$ cat config.mk
export PLATFORM = sky130hd
export DESIGN_NAME = kst_cell
export DESIGN_NICKNAME = d
export VERILOG_FILES = /design/src/rtl/kst_pkg.sv /design/src/rtl/kst_cell.sv
export SDC_FILE = /design/constraint.sdc
export NUM_CORES = 1
export LEC_CHECK = 0
export ABC_CLOCK_PERIOD_IN_PS = 8300
export BUFFER_PORTS_ARGS = -buffer_cell sky130_fd_sc_hd__buf_2
export CORE_ASPECT_RATIO = 1.75
export CORE_MARGIN = 3
export CORE_UTILIZATION = 35
export CTS_BUF_LIST = sky130_fd_sc_hd__clkbuf_2 sky130_fd_sc_hd__clkbuf_4 sky130_fd_sc_hd__clkbuf_8
export CTS_CLUSTER_DIAMETER = 150
export DETAILED_ROUTE_END_ITERATION = 8
export HOLD_SLACK_MARGIN = 0.15
export PLACE_DENSITY = 0.54
export SKIP_LAST_GASP = 1
export SLEW_MARGIN = 20
export SYNTH_ARGS = -nofsm -noshare
export SYNTH_HDL_FRONTEND = slang
export SYNTH_SLANG_ARGS = --single-unit
export TNS_END_PERCENT = 20
$ cat constraint.sdc
create_clock -name i_clk -period 8.3 [get_ports i_clk]
set_input_delay 0.83 -clock i_clk [delete_from_list [all_inputs] [get_ports i_clk]]
set_output_delay 0.83 -clock i_clk [all_outputs]
set_load 0.005 [all_outputs]
$ cat src/rtl/kst_pkg.sv
// ----------------------------------------------------------------------------
// kst_pkg: shared definitions for the keyed sum table
// Widths, cell control struct and the saturating adder used by every cell.
// ----------------------------------------------------------------------------
package kst_pkg;

    localparam int TABLE_DEPTH_DEF = 32;
    localparam int KEY_W           = 16;
    localparam int AMT_W           = 64;
    localparam int CNT_W           = 6;

    // Operation carried by the func field of an input beat.
    localparam logic FUNC_ADD   = 1'b0;
    localparam logic FUNC_FLUSH = 1'b1;

    // Broadcast control to every cell of the row.
    typedef struct packed {
        logic add;     // an add beat is being accepted this cycle
        logic ins;     // this cell takes the new key
        logic shift;   // take the neighbour's contents (flush)
    } t_cell_ctl;

    // Two's complement add that clamps to the most positive or most negative value.
    function automatic logic [AMT_W-1:0] sat_add(input logic [AMT_W-1:0] a,
                                                 input logic [AMT_W-1:0] b);
        logic [AMT_W-1:0] r;
        r = a + b;
        if ((a[AMT_W-1] == b[AMT_W-1]) && (r[AMT_W-1] != a[AMT_W-1])) begin
            r = a[AMT_W-1] ? {1'b1, {(AMT_W-1){1'b0}}} : {1'b0, {(AMT_W-1){1'b1}}};
        end
        return r;
    endfunction

endpackage

$ cat src/rtl/kst_cell.sv
// ----------------------------------------------------------------------------
// kst_cell: one entry of the keyed sum table
// Holds a key and two running sums, matches the broadcast key and shifts
// towards the head of the row during a flush.
// ----------------------------------------------------------------------------
module kst_cell (
    input  logic                                 i_clk,
    input  kst_pkg::t_cell_ctl                   i_ctl,
    input  logic                                 i_occupied,
    input  logic        [kst_pkg::KEY_W-1:0]     i_key,
    input  logic signed [kst_pkg::AMT_W-1:0]     i_tok,
    input  logic signed [kst_pkg::AMT_W-1:0]     i_fiat,
    input  logic        [kst_pkg::KEY_W-1:0]     i_nb_key,
    input  logic signed [kst_pkg::AMT_W-1:0]     i_nb_tok,
    input  logic signed [kst_pkg::AMT_W-1:0]     i_nb_fiat,
    output logic                                 o_match,
    output logic        [kst_pkg::KEY_W-1:0]     o_key,
    output logic signed [kst_pkg::AMT_W-1:0]     o_tok,
    output logic signed [kst_pkg::AMT_W-1:0]     o_fiat
);

    logic        [kst_pkg::KEY_W-1:0] r_key,  n_key;
    logic signed [kst_pkg::AMT_W-1:0] r_tok,  n_tok;
    logic signed [kst_pkg::AMT_W-1:0] r_fiat, n_fiat;

    assign o_match = i_occupied && (r_key == i_key);

    always_comb begin
        n_key  = r_key;
        n_tok  = r_tok;
        n_fiat = r_fiat;
        if (i_ctl.shift) begin
            n_key  = i_nb_key;
            n_tok  = i_nb_tok;
            n_fiat = i_nb_fiat;
        end else if (i_ctl.add && o_match) begin
            n_tok  = signed'(kst_pkg::sat_add(r_tok, i_tok));
            n_fiat = signed'(kst_pkg::sat_add(r_fiat, i_fiat));
        end else if (i_ctl.ins) begin
            n_key  = i_key;
            n_tok  = i_tok;
            n_fiat = i_fiat;
        end
    end

    always_ff @(posedge i_clk) begin
        r_key  <= n_key;
        r_tok  <= n_tok;
        r_fiat <= n_fiat;
    end

    assign o_key  = r_key;
    assign o_tok  = r_tok;
    assign o_fiat = r_fiat;

endmodule

==> results.cfg, run 1 <==
[clock_tree]
clk_pin_slew_ns = 0.09
cts_max_path_buffers = 2
cts.sinks = 144
cts_htree_levels = 4
ctsHoldBuffers = 0
clockRootBuffer = clkbuf_8
cts_tree = yes
clock_latency_ns = 0.50
cts_buffers = 17
cts_setup_buffers = 0
post_cts.resized_instances = 0

[power_and_ir_drop]
pwr_density_cell_nw_per_um2 = 168.8
p_total_uw = 3116
leakage_uw = 0.008178
irDropWorstVdd_mv = 0.09138

[logic_synthesis]
syn_area_per_cell_um2 = 7.615
syn-cell-area_um2 = 15530
synth_seq_cells = 144
synthArstFlopShare = 0
synth_cell_type_count = 88
ys_warn_count = 0
synth-edff-count = 144
syn_nets = 2460
ys_seq_area_frac = 0.2785
synthFlopType = edfxtp_1
synth_cells = 2039

[sta]
hold_viol = 0
timing.hold.ws_ns = 0.6161
finalCritPeriodShare = 0.5207
fin_worst_skew_ns = 0.01899
drv_slew = 0
setup_tns_ns = 0
slew_headroom = 0.3643
fmaxAchievable_ghz = 0.2314
worstMarginPinSlew_ns = 0.9505
timing.final.crit_period_ns = 4.322
rsz0062_at_grt = false
setup_viol = 0

[finish]
layout_commonest_cell = buf_2
areaGrowthSynthToFinish_pct = 18.91
mostFrequentLayoutCells = buf_2 (436), a21oi_1 (380), nor2_1 (293)
fin_util = 0.4235
instances_no_fill = 2980
fin_nets = 2817
layout-drive-gt1-share = 0.2238

[setup_path]
reg2reg_to = o_fiat[60]
critical_path.max_fanout = 44
cp.arrival_ns = 4.53
endpoint_kind = flip-flop
reg2reg_slack_ns = 4.00
r2r_cells = 13
critical_path_class = primary input to flip-flop
startpoint_type = primary input
critical_path_required_ns = 8.51
reg2reg_from = o_fiat[0]

[grt]
grt.overflow.total = 0
top_usage_layer = met2
grtUsageTotal = 0.2626
grt_use_met3 = 0.04360
grt_max_degree = 116
globalRouteMet1Util = 0.2697
grt_use_met2 = 0.5062
grt_pass1_wl_mm = 95.07
grt_pass1_vias = 16893
antenna_found_initial = 13

[detailed_routing]
num_vias = 16675
avgViaCountPerCell = 5.596
drc = 0
wl_mm = 64.02
ant_nets = 0
wl_per_cell_um = 21.48
dr.pass1.iters = 5
first_iter_violations = 1002

[placed_design]
dp.cells = 2943
gp_congestion = 0.9802
io_buffer_count = 437
dp_hpwl_mm = 51.53

[floorplanning]
die_w_um = 165.2
io_pins = 438
die_h_um = 284.6
fp.coreArea_um2 = 43600
fp-row-count = 101
initial_core_util = 0.3561
dieArea_um2 = 47030

[hold_path]
min_to = o_fiat[1]
hp-start = i_nb_fiat[1]
hold_path.class = primary input to flip-flop
whs_path_depth = 3

[run_status]
status = completed

[flow_run]
drv_cap = 0
Yosys cell counts, drive strengths merged, types with 5 or more instances:
cell       n  area share
nand2b    15      0.0060
nand4     46       0.019
o21bai    36       0.017
a2111oi    5      0.0033
nand3     31       0.010
o211ai     7      0.0034
a21o      49       0.024
a21oi    384        0.12
nor2     295       0.072
a21boi     7      0.0036
and3      11      0.0044
edfxtp   144        0.28
a31oi     13      0.0076
clkbuf    74       0.018
xnor2     82       0.046
and2       8      0.0034
a221oi    14       0.011
o21ai    121       0.039
o31ai     20       0.010
o21a      11      0.0053
mux2      17       0.012
buf       39       0.015
a211oi    10      0.0048
nor4       9      0.0040
xor2      43       0.024
ha       126        0.10
nand2    236       0.058
o22ai      5      0.0020
nor3      39       0.013
or3       15      0.0064
inv       67       0.016
through the flow:
| stage | setup WS, ns | area, um^2 |
|---|---|---|
| 2_1_floorplan | 2.820 | 15530 |
| 3_3_place_gp | 3.492 | 18050 |
| 3_5_place_dp | 3.493 | 18050 |
| 4_1_cts | 4.032 | 18450 |
| 5_1_grt | 3.822 | 18450 |
| 6_report | 3.978 | 18460 |
metal layers:
metal,up-vias,share of wire
li1,8123,-
met1,7775,0.35
met2,624,0.54
met3,139,0.061
met4,14,0.044
met5,-,0.0014
state kept, by name, indices dropped and copies added (netlist names):
name,count
o_key,16
o_tok,64
o_fiat,64
cell type report:
type	instances	area (um^2)
Fill cell	4645	25130
Multi-Input combinational cell	1715	10470
Sequential cell	144	4324
Timing Repair Buffer	451	2302
Tap cell	566	708.2
Clock buffer	20	256.5
Inverter	67	251.5
Clock inverter	11	141.4
Antenna cell	6	15.01
how the worst max path moves through the flow:
| stage | end | depth (start not counted) | from |
|---|---|---|---|
| 4_1_cts | o_fiat[19] | 13 | o_fiat[18] |
| 3_5_place_dp | o_fiat[19] | 14 | i_fiat[18] |
| 5_1_grt | o_fiat[19] | 13 | o_fiat[18] |
| 3_3_place_gp | o_fiat[43] | 13 | i_fiat[18] |
| 2_1_floorplan | o_fiat[0] | 8 | i_key[0] |
| 6_report | o_fiat[19] | 14 | i_fiat[18] |
worst max-delay path, stage by stage:
cell	delay [ns]
buf_2	0.11
ha_1	0.41
a21oi_1	0.37
o21ai_0	0.17
a21oi_1	0.35
o311a_1	0.35
a21oi_2	0.13
a31o_4	0.30
a31oi_4	0.20
or3_4	0.19
nand2_4	0.07
nor2_4	0.29
buf_4	0.56
a221oi_1	0.16
cells by family after synthesis:
kind of cell	Yosys count	synth area share
and+or+nand+nor	728	0.2076
buffers and inverters	180	0.04899
xor gates and xnor gates	125	0.07051
adders and majority gates	128	0.1041
muxes	18	0.01297
DFF	144	0.2785
AOI/OAI and AO/OA	716	0.2774
where the power goes:
| group | internal (uW) | leakage [uW] | total, uW | switching (uW) |
|---|---|---|---|---|
| combinational | 598 | 0.00650 | 1530 | 933 |
| sequential | 899 | 0.00148 | 958 | 58.5 |
| clock | 304 | 0.000200 | 628 | 324 |
Note: power is estimated with default switching activity, not from simulation.
==> run 2: changes to the inputs <==
Settings changed: ABC_CLOCK_PERIOD_IN_PS 8300 to 4300.
Clock period 8.3 ns to 4.3 ns, I/O delays scaled along.
==> run 2 against run 1 <==
  * Sequential power grew 94%
  * Final area grew 1.3%
  * Register-to-register slack lost 3.7 ns
  * Wire length grew 1.8%
  * First-iteration DRC count shrank 3.8%
  * Clock power grew 75%
  * Sequential share of layout area shrank 0.30 points
  * Flip-flop and latch count is the same
  * Global-route usage grew 0.46 points
  * Die area is the same
  * Non-clock buffer count grew 25
  * Critical endpoint is now o_fiat[49]
  * Largest power group unchanged
==> results.cfg, run 2 (same netlist as run 1, synthesis figures left out) <==
[run_status]
status = completed

[sta]
hold_viol = 0
drv_slew = 0
fin_worst_skew_ns = 0.02639
setup_viol = 0
fmaxAchievable_ghz = 0.2510
finalCritPeriodShare = 0.9265
timing.final.crit_period_ns = 3.984
rsz0062_at_grt = false
worstMarginPinSlew_ns = 0.9637
setup_tns_ns = 0
fin_ws_ns = 0.3158
slew_headroom = 0.3575

[power_and_ir_drop]
p_int_uw = 3384
switchingPower_uw = 2580
irDropWorstVdd_mv = 0.1452
swShare = 0.4326
p_clk_frac = 0.184
p_total_uw = 5963
leakage_uw = 0.008306
seqPwrFrac = 0.311
combPwrFrac = 0.505
pwr_density_cell_nw_per_um2 = 318.8

[floorplanning]
initial_core_util = 0.3561
die_w_um = 165.2
fp.coreArea_um2 = 43600
fp-row-count = 101
io_pins = 438
dieArea_um2 = 47030
die_h_um = 284.6

[detailed_routing]
ant_nets = 0
drc = 0
avgViaCountPerCell = 5.619
wl_mm = 65.19
dr.pass1.iters = 6
wl_per_cell_um = 21.69
num_vias = 16886
first_iter_violations = 964

[placed_design]
dpl_cell_area_um2 = 18310
gp_congestion = 0.9814
pre_cts_ws_ns = -0.3292
io_buffer_count = 437
dp_hpwl_mm = 53.08

[finish]
fillers = 4709
layout-drive-gt1-share = 0.2317
fin_util = 0.4290
fin_nets = 2842
layout_commonest_cell = buf_2
mostFrequentLayoutCells = buf_2 (436), a21oi_1 (380), nor2_1 (293)
final_area_um2 = 18700
areaGrowthSynthToFinish_pct = 20.45

[setup_path]
worstPathCellList = ha_1 > and4_1 > o2111ai_1 > a31oi_2 > o311ai_2 > a21oi_2 > a31o_4 > a31oi_4 > nand3_1 > and2_4 > nand4_1 > a221oi_2
critical_path_class = flip-flop to flip-flop
cp.arrival_ns = 4.33
crit_path_max_incr_delay_ns = 0.57
crit_family = compound AO/OA/AOI/OAI gates
critical_path_required_ns = 4.65
startpoint_type = flip-flop
endpoint_kind = flip-flop
critical_path_buf_inv_count = 0
critical_path.max_fanout = 49
critPathSlowestCell = and2_4

[clock_tree]
clockRootBuffer = clkbuf_8
cts.sinks = 144
cts_tree = yes
cts_htree_levels = 4
clock_latency_ns = 0.50
ctsHoldBuffers = 0
cts_buffers = 17
clk_pin_slew_ns = 0.11
cts_max_path_buffers = 2

[grt]
grt_max_degree = 140
grt_pass1_wl_mm = 96.32
grtUsageTotal = 0.2672
antenna_found_initial = 8
grt.overflow.total = 0
grt_pass1_vias = 17209

[flow_run]
drv_cap = 0

[hold_path]
hold_path.class = primary input to flip-flop
-- run 2: changes by cell type in the layout (fill, tap and decap cells not counted), sizes merged --
cell      delta
buf         +25
clkbuf       -2
inv          +2
clkinv       +1
bufinv       -2
diode        -1
clkinvlp     +2
-- run 2: layout make-up --
type | count | area, um^2 | share of cell area
diodes | 5 | 12.51 | 0.0006690
clock buffers | 18 | 241.5 | 0.01291
clock inverters | 14 | 116.4 | 0.006222
inverters | 67 | 251.5 | 0.01345
multi-input cells | 1715 | 10480 | 0.5603
flip-flops and latches | 144 | 4324 | 0.2312
well taps | 566 | 708.2 | 0.03786
repair buffers | 476 | 2569 | 0.1373
-- run 2: worst register-to-register path: cells and delay by family (launching register included) --
kind                       cells  cell delay, ns
DFF                            1            0.46
AOI/OAI and AO/OA              7            1.62
and+or+nand+nor                4            1.31
adders and majority gates      1            0.44
-- run 2: stage by stage --
stage / std cells / hold WS [ns]
final: 3005 / 0.2097
after global routing: 3003 / 0.1940
after CTS: 2999 / 0.1758
after detailed placement: 2967 / 0.7156
after global placement: 2967 / 0.7127
after floorplan: 2039 / 0.6196
-- run 2: final timing paths --
kind	slack, ns	end	start	cells past startpoint
max	0.32	o_fiat[49]	o_fiat[10]	12
min	0.21	o_fiat[0]	i_nb_fiat[0]	3
max reg2reg	0.32	o_fiat[49]	o_fiat[10]	12
min reg2reg	0.89	o_fiat[0]	o_fiat[0]	3
-- run 2: power by group through the flow --
| stage | logic [uW] | clock network (uW) | registers (uW) |
|---|---|---|---|
| after floorplan | 1960 | 0 | 1870 |
| after global placement | 2990 | 0 | 1880 |
| after detailed placement | 2990 | 0 | 1890 |
| after CTS | 3010 | 1140 | 1850 |
| after global routing | 3330 | 1170 | 1870 |
| final | 3010 | 1100 | 1860 |
-- run 2: layer usage --
metal,vias to the layer above,wire length [um],GRT usage
met5,-,55,0
met4,8,3523,0.1280
met3,146,3763,0.04141
met2,619,35390,0.5201
met1,7942,22460,0.2667
li1,8171,-,-
-- run 2: timing repair --
| item | CTS | global route |
|---|---|---|
| buffers inserted | 0 | 1 |
| resized for setup | 2 | 1 |
| endpoints found under the setup margin | 46 | 5 |
| pin swaps | 0 | 1 |
==> run 3: changes to the inputs <==
Settings changed: ABC_CLOCK_PERIOD_IN_PS 4300 to 3700.
Clock period 4.3 ns to 3.7 ns, I/O delays scaled along.
==> run 3 against run 2 <==
  * Utilization rose by 3.0 points
  * Flip-flop and latch count is the same
  * Critical endpoint is now o_fiat[28]
  * Critical path type unchanged
  * Clock skew is essentially flat
==> results.cfg, run 3 (same netlist as run 1, synthesis figures left out) <==
[sta]
setup_viol = 0
hold_viol = 0
worstMarginPinSlew_ns = 0.7466
fin_worst_skew_ns = 0.02607
drv_slew = 0
fmaxAchievable_ghz = 0.2719
timing.final.crit_period_ns = 3.678
rsz0062_at_grt = true
finalCritPeriodShare = 0.9942
timing.hold.ws_ns = 0.1861
slew_headroom = 0.5023

[clock_tree]
clock_latency_ns = 0.51
cts.sinks = 144
clockRootBuffer = clkbuf_8
cts_tree = yes
cts_buffers = 17
clk_pin_slew_ns = 0.11
cts_max_path_buffers = 2
cts_htree_levels = 4

[power_and_ir_drop]
irDropWorstVdd_mv = 0.1988
leakage_uw = 0.008979
pwr_density_cell_nw_per_um2 = 377.1

[grt]
grtUsageTotal = 0.2711
grt_pass1_vias = 17685
grt_use_met2 = 0.5287
globalRouteMet1Util = 0.2789
top_usage_layer = met2
antenna_found_initial = 7
grt.overflow.total = 0
grt_max_degree = 122
grt_pass1_wl_mm = 98.02
grt_use_met3 = 0.03747

[finish]
layout-drive-gt1-share = 0.2685
instances_no_fill = 3128
fin_util = 0.4585
fillers = 4519
areaGrowthSynthToFinish_pct = 28.74
layout_commonest_cell = buf_2
fin_nets = 2968
mostFrequentLayoutCells = buf_2 (436), a21oi_1 (376), nor2_1 (293)

[setup_path]
worstPathCellList = ha_4 > buf_4 > nand2_1 > o21ai_1 > a21oi_1 > buf_4 > o311a_1 > a21oi_2 > a31o_4 > a31oi_4 > or3_4 > and2_2 > buf_4 > nand2_1 > a21oi_1
endpoint_kind = flip-flop
critical_path_class = flip-flop to flip-flop
crit_path_max_incr_delay_ns = 0.45
critPathSlowestCell = edfxtp_1
critical_path_buf_inv_count = 3
critical_path_required_ns = 3.95
crit_family = compound AO/OA/AOI/OAI gates
startpoint_type = flip-flop
cp.arrival_ns = 3.93
crit_path_frequent_cell = buf_4
critical_path.max_fanout = 12

[detailed_routing]
dr.pass1.iters = 7
avgViaCountPerCell = 5.598
ant_nets = 0
first_iter_violations = 1141
num_vias = 17510
wl_per_cell_um = 21.35
wl_mm = 66.78
drc = 0

[run_status]
status = completed

[hold_path]
hold_path.class = primary input to flip-flop

[placed_design]
dp.cells = 3070
gp_congestion = 1.041
io_buffer_count = 437
dp_hpwl_mm = 54.16

[floorplanning]
initial_core_util = 0.3561
io_pins = 438
die_h_um = 284.6
fp.coreArea_um2 = 43600
dieArea_um2 = 47030
fp-row-count = 101
die_w_um = 165.2

[flow_run]
drv_cap = 0
[run 3: changes by cell type in the layout (fill, tap and decap cells not counted), sizes merged, moves of 2 or more]
cell / delta
buf: +103
dlygate4sd3: +22
clkinvlp: -3
diode: -2
bufinv: +4
[run 3: cell type report]
type	instances	area (um^2)	area share
clock buffer	17	234.0	0.01170
antenna	3	7.507	0.0003755
clock inverter	14	215.2	0.01077
inverter	67	251.5	0.01258
timing repair buffer	601	3620	0.1811
multi-input combinational	1716	10630	0.5318
sequential	144	4324	0.2163
tap	566	708.2	0.03543
[run 3: worst reg2reg max path, delay by kind of cell, from the launching register on]
| kind | cells | cell delay, ns |
|---|---|---|
| flip-flops | 1 | 0.45 |
| AND/OR/NAND/NOR | 4 | 0.90 |
| buffers and inverters | 3 | 0.47 |
| AO/OA/AOI/OAI | 7 | 1.28 |
| adder cells (fa/ha/maj) | 1 | 0.31 |
[run 3: where the power goes]
part | internal [uW] | switching, uW | total (uW)
logic | 1590 | 2210 | 3800
registers | 2020 | 138 | 2150
clock network | 800 | 780 | 1580
total | 4410 | 3130 | 7540
[run 3: worst paths after layout]
| check | from | slack, ns | cells after the start | endpoint |
|---|---|---|---|---|
| worst min register to register | o_tok[0] | 0.82 | 3 | o_tok[0] |
| worst max-delay path | o_fiat[17] | 0.02 | 15 | o_fiat[28] |
| worst min-delay path | i_nb_key[1] | 0.19 | 2 | o_key[1] |
| worst max register to register | o_fiat[17] | 0.02 | 15 | o_fiat[28] |
[run 3: per-stage QoR]
| stage | instance area [um^2] | setup WS, ns | TNS, ns | total power [uW] |
|---|---|---|---|---|
| 2_1_floorplan | 15530 | 0.4678 | 0 | 4445 |
| 3_3_place_gp | 19130 | -0.1698 | -0.5732 | 5861 |
| 3_5_place_dp | 19130 | -0.2303 | -1.397 | 5874 |
| 4_1_cts | 19820 | -0.002819 | -0.002819 | 7502 |
| 5_1_grt | 19990 | -0.1276 | -1.082 | 8008 |
| 6_report | 19990 | 0.02162 | 0 | 7539 |
[run 3: per-layer routing]
metal	share of wire	vias up
met4	0.046	6
li1	-	8424
met2	0.55	675
met5	0.00060	-
met1	0.35	8262
met3	0.056	143
[run 3: what timing repair did]
| item | 4_1_cts | 5_1_grt |
|---|---|---|
| resized for setup | 5 | 29 |
| hold buffers | 22 | 0 |
| buffers inserted | 0 | 1 |
| gates cloned | 0 | 1 |
| endpoints found under the hold margin | 22 | 0 |
| setup endpoints to repair | 6 | 62 |
| pin swaps | 1 | 9 |
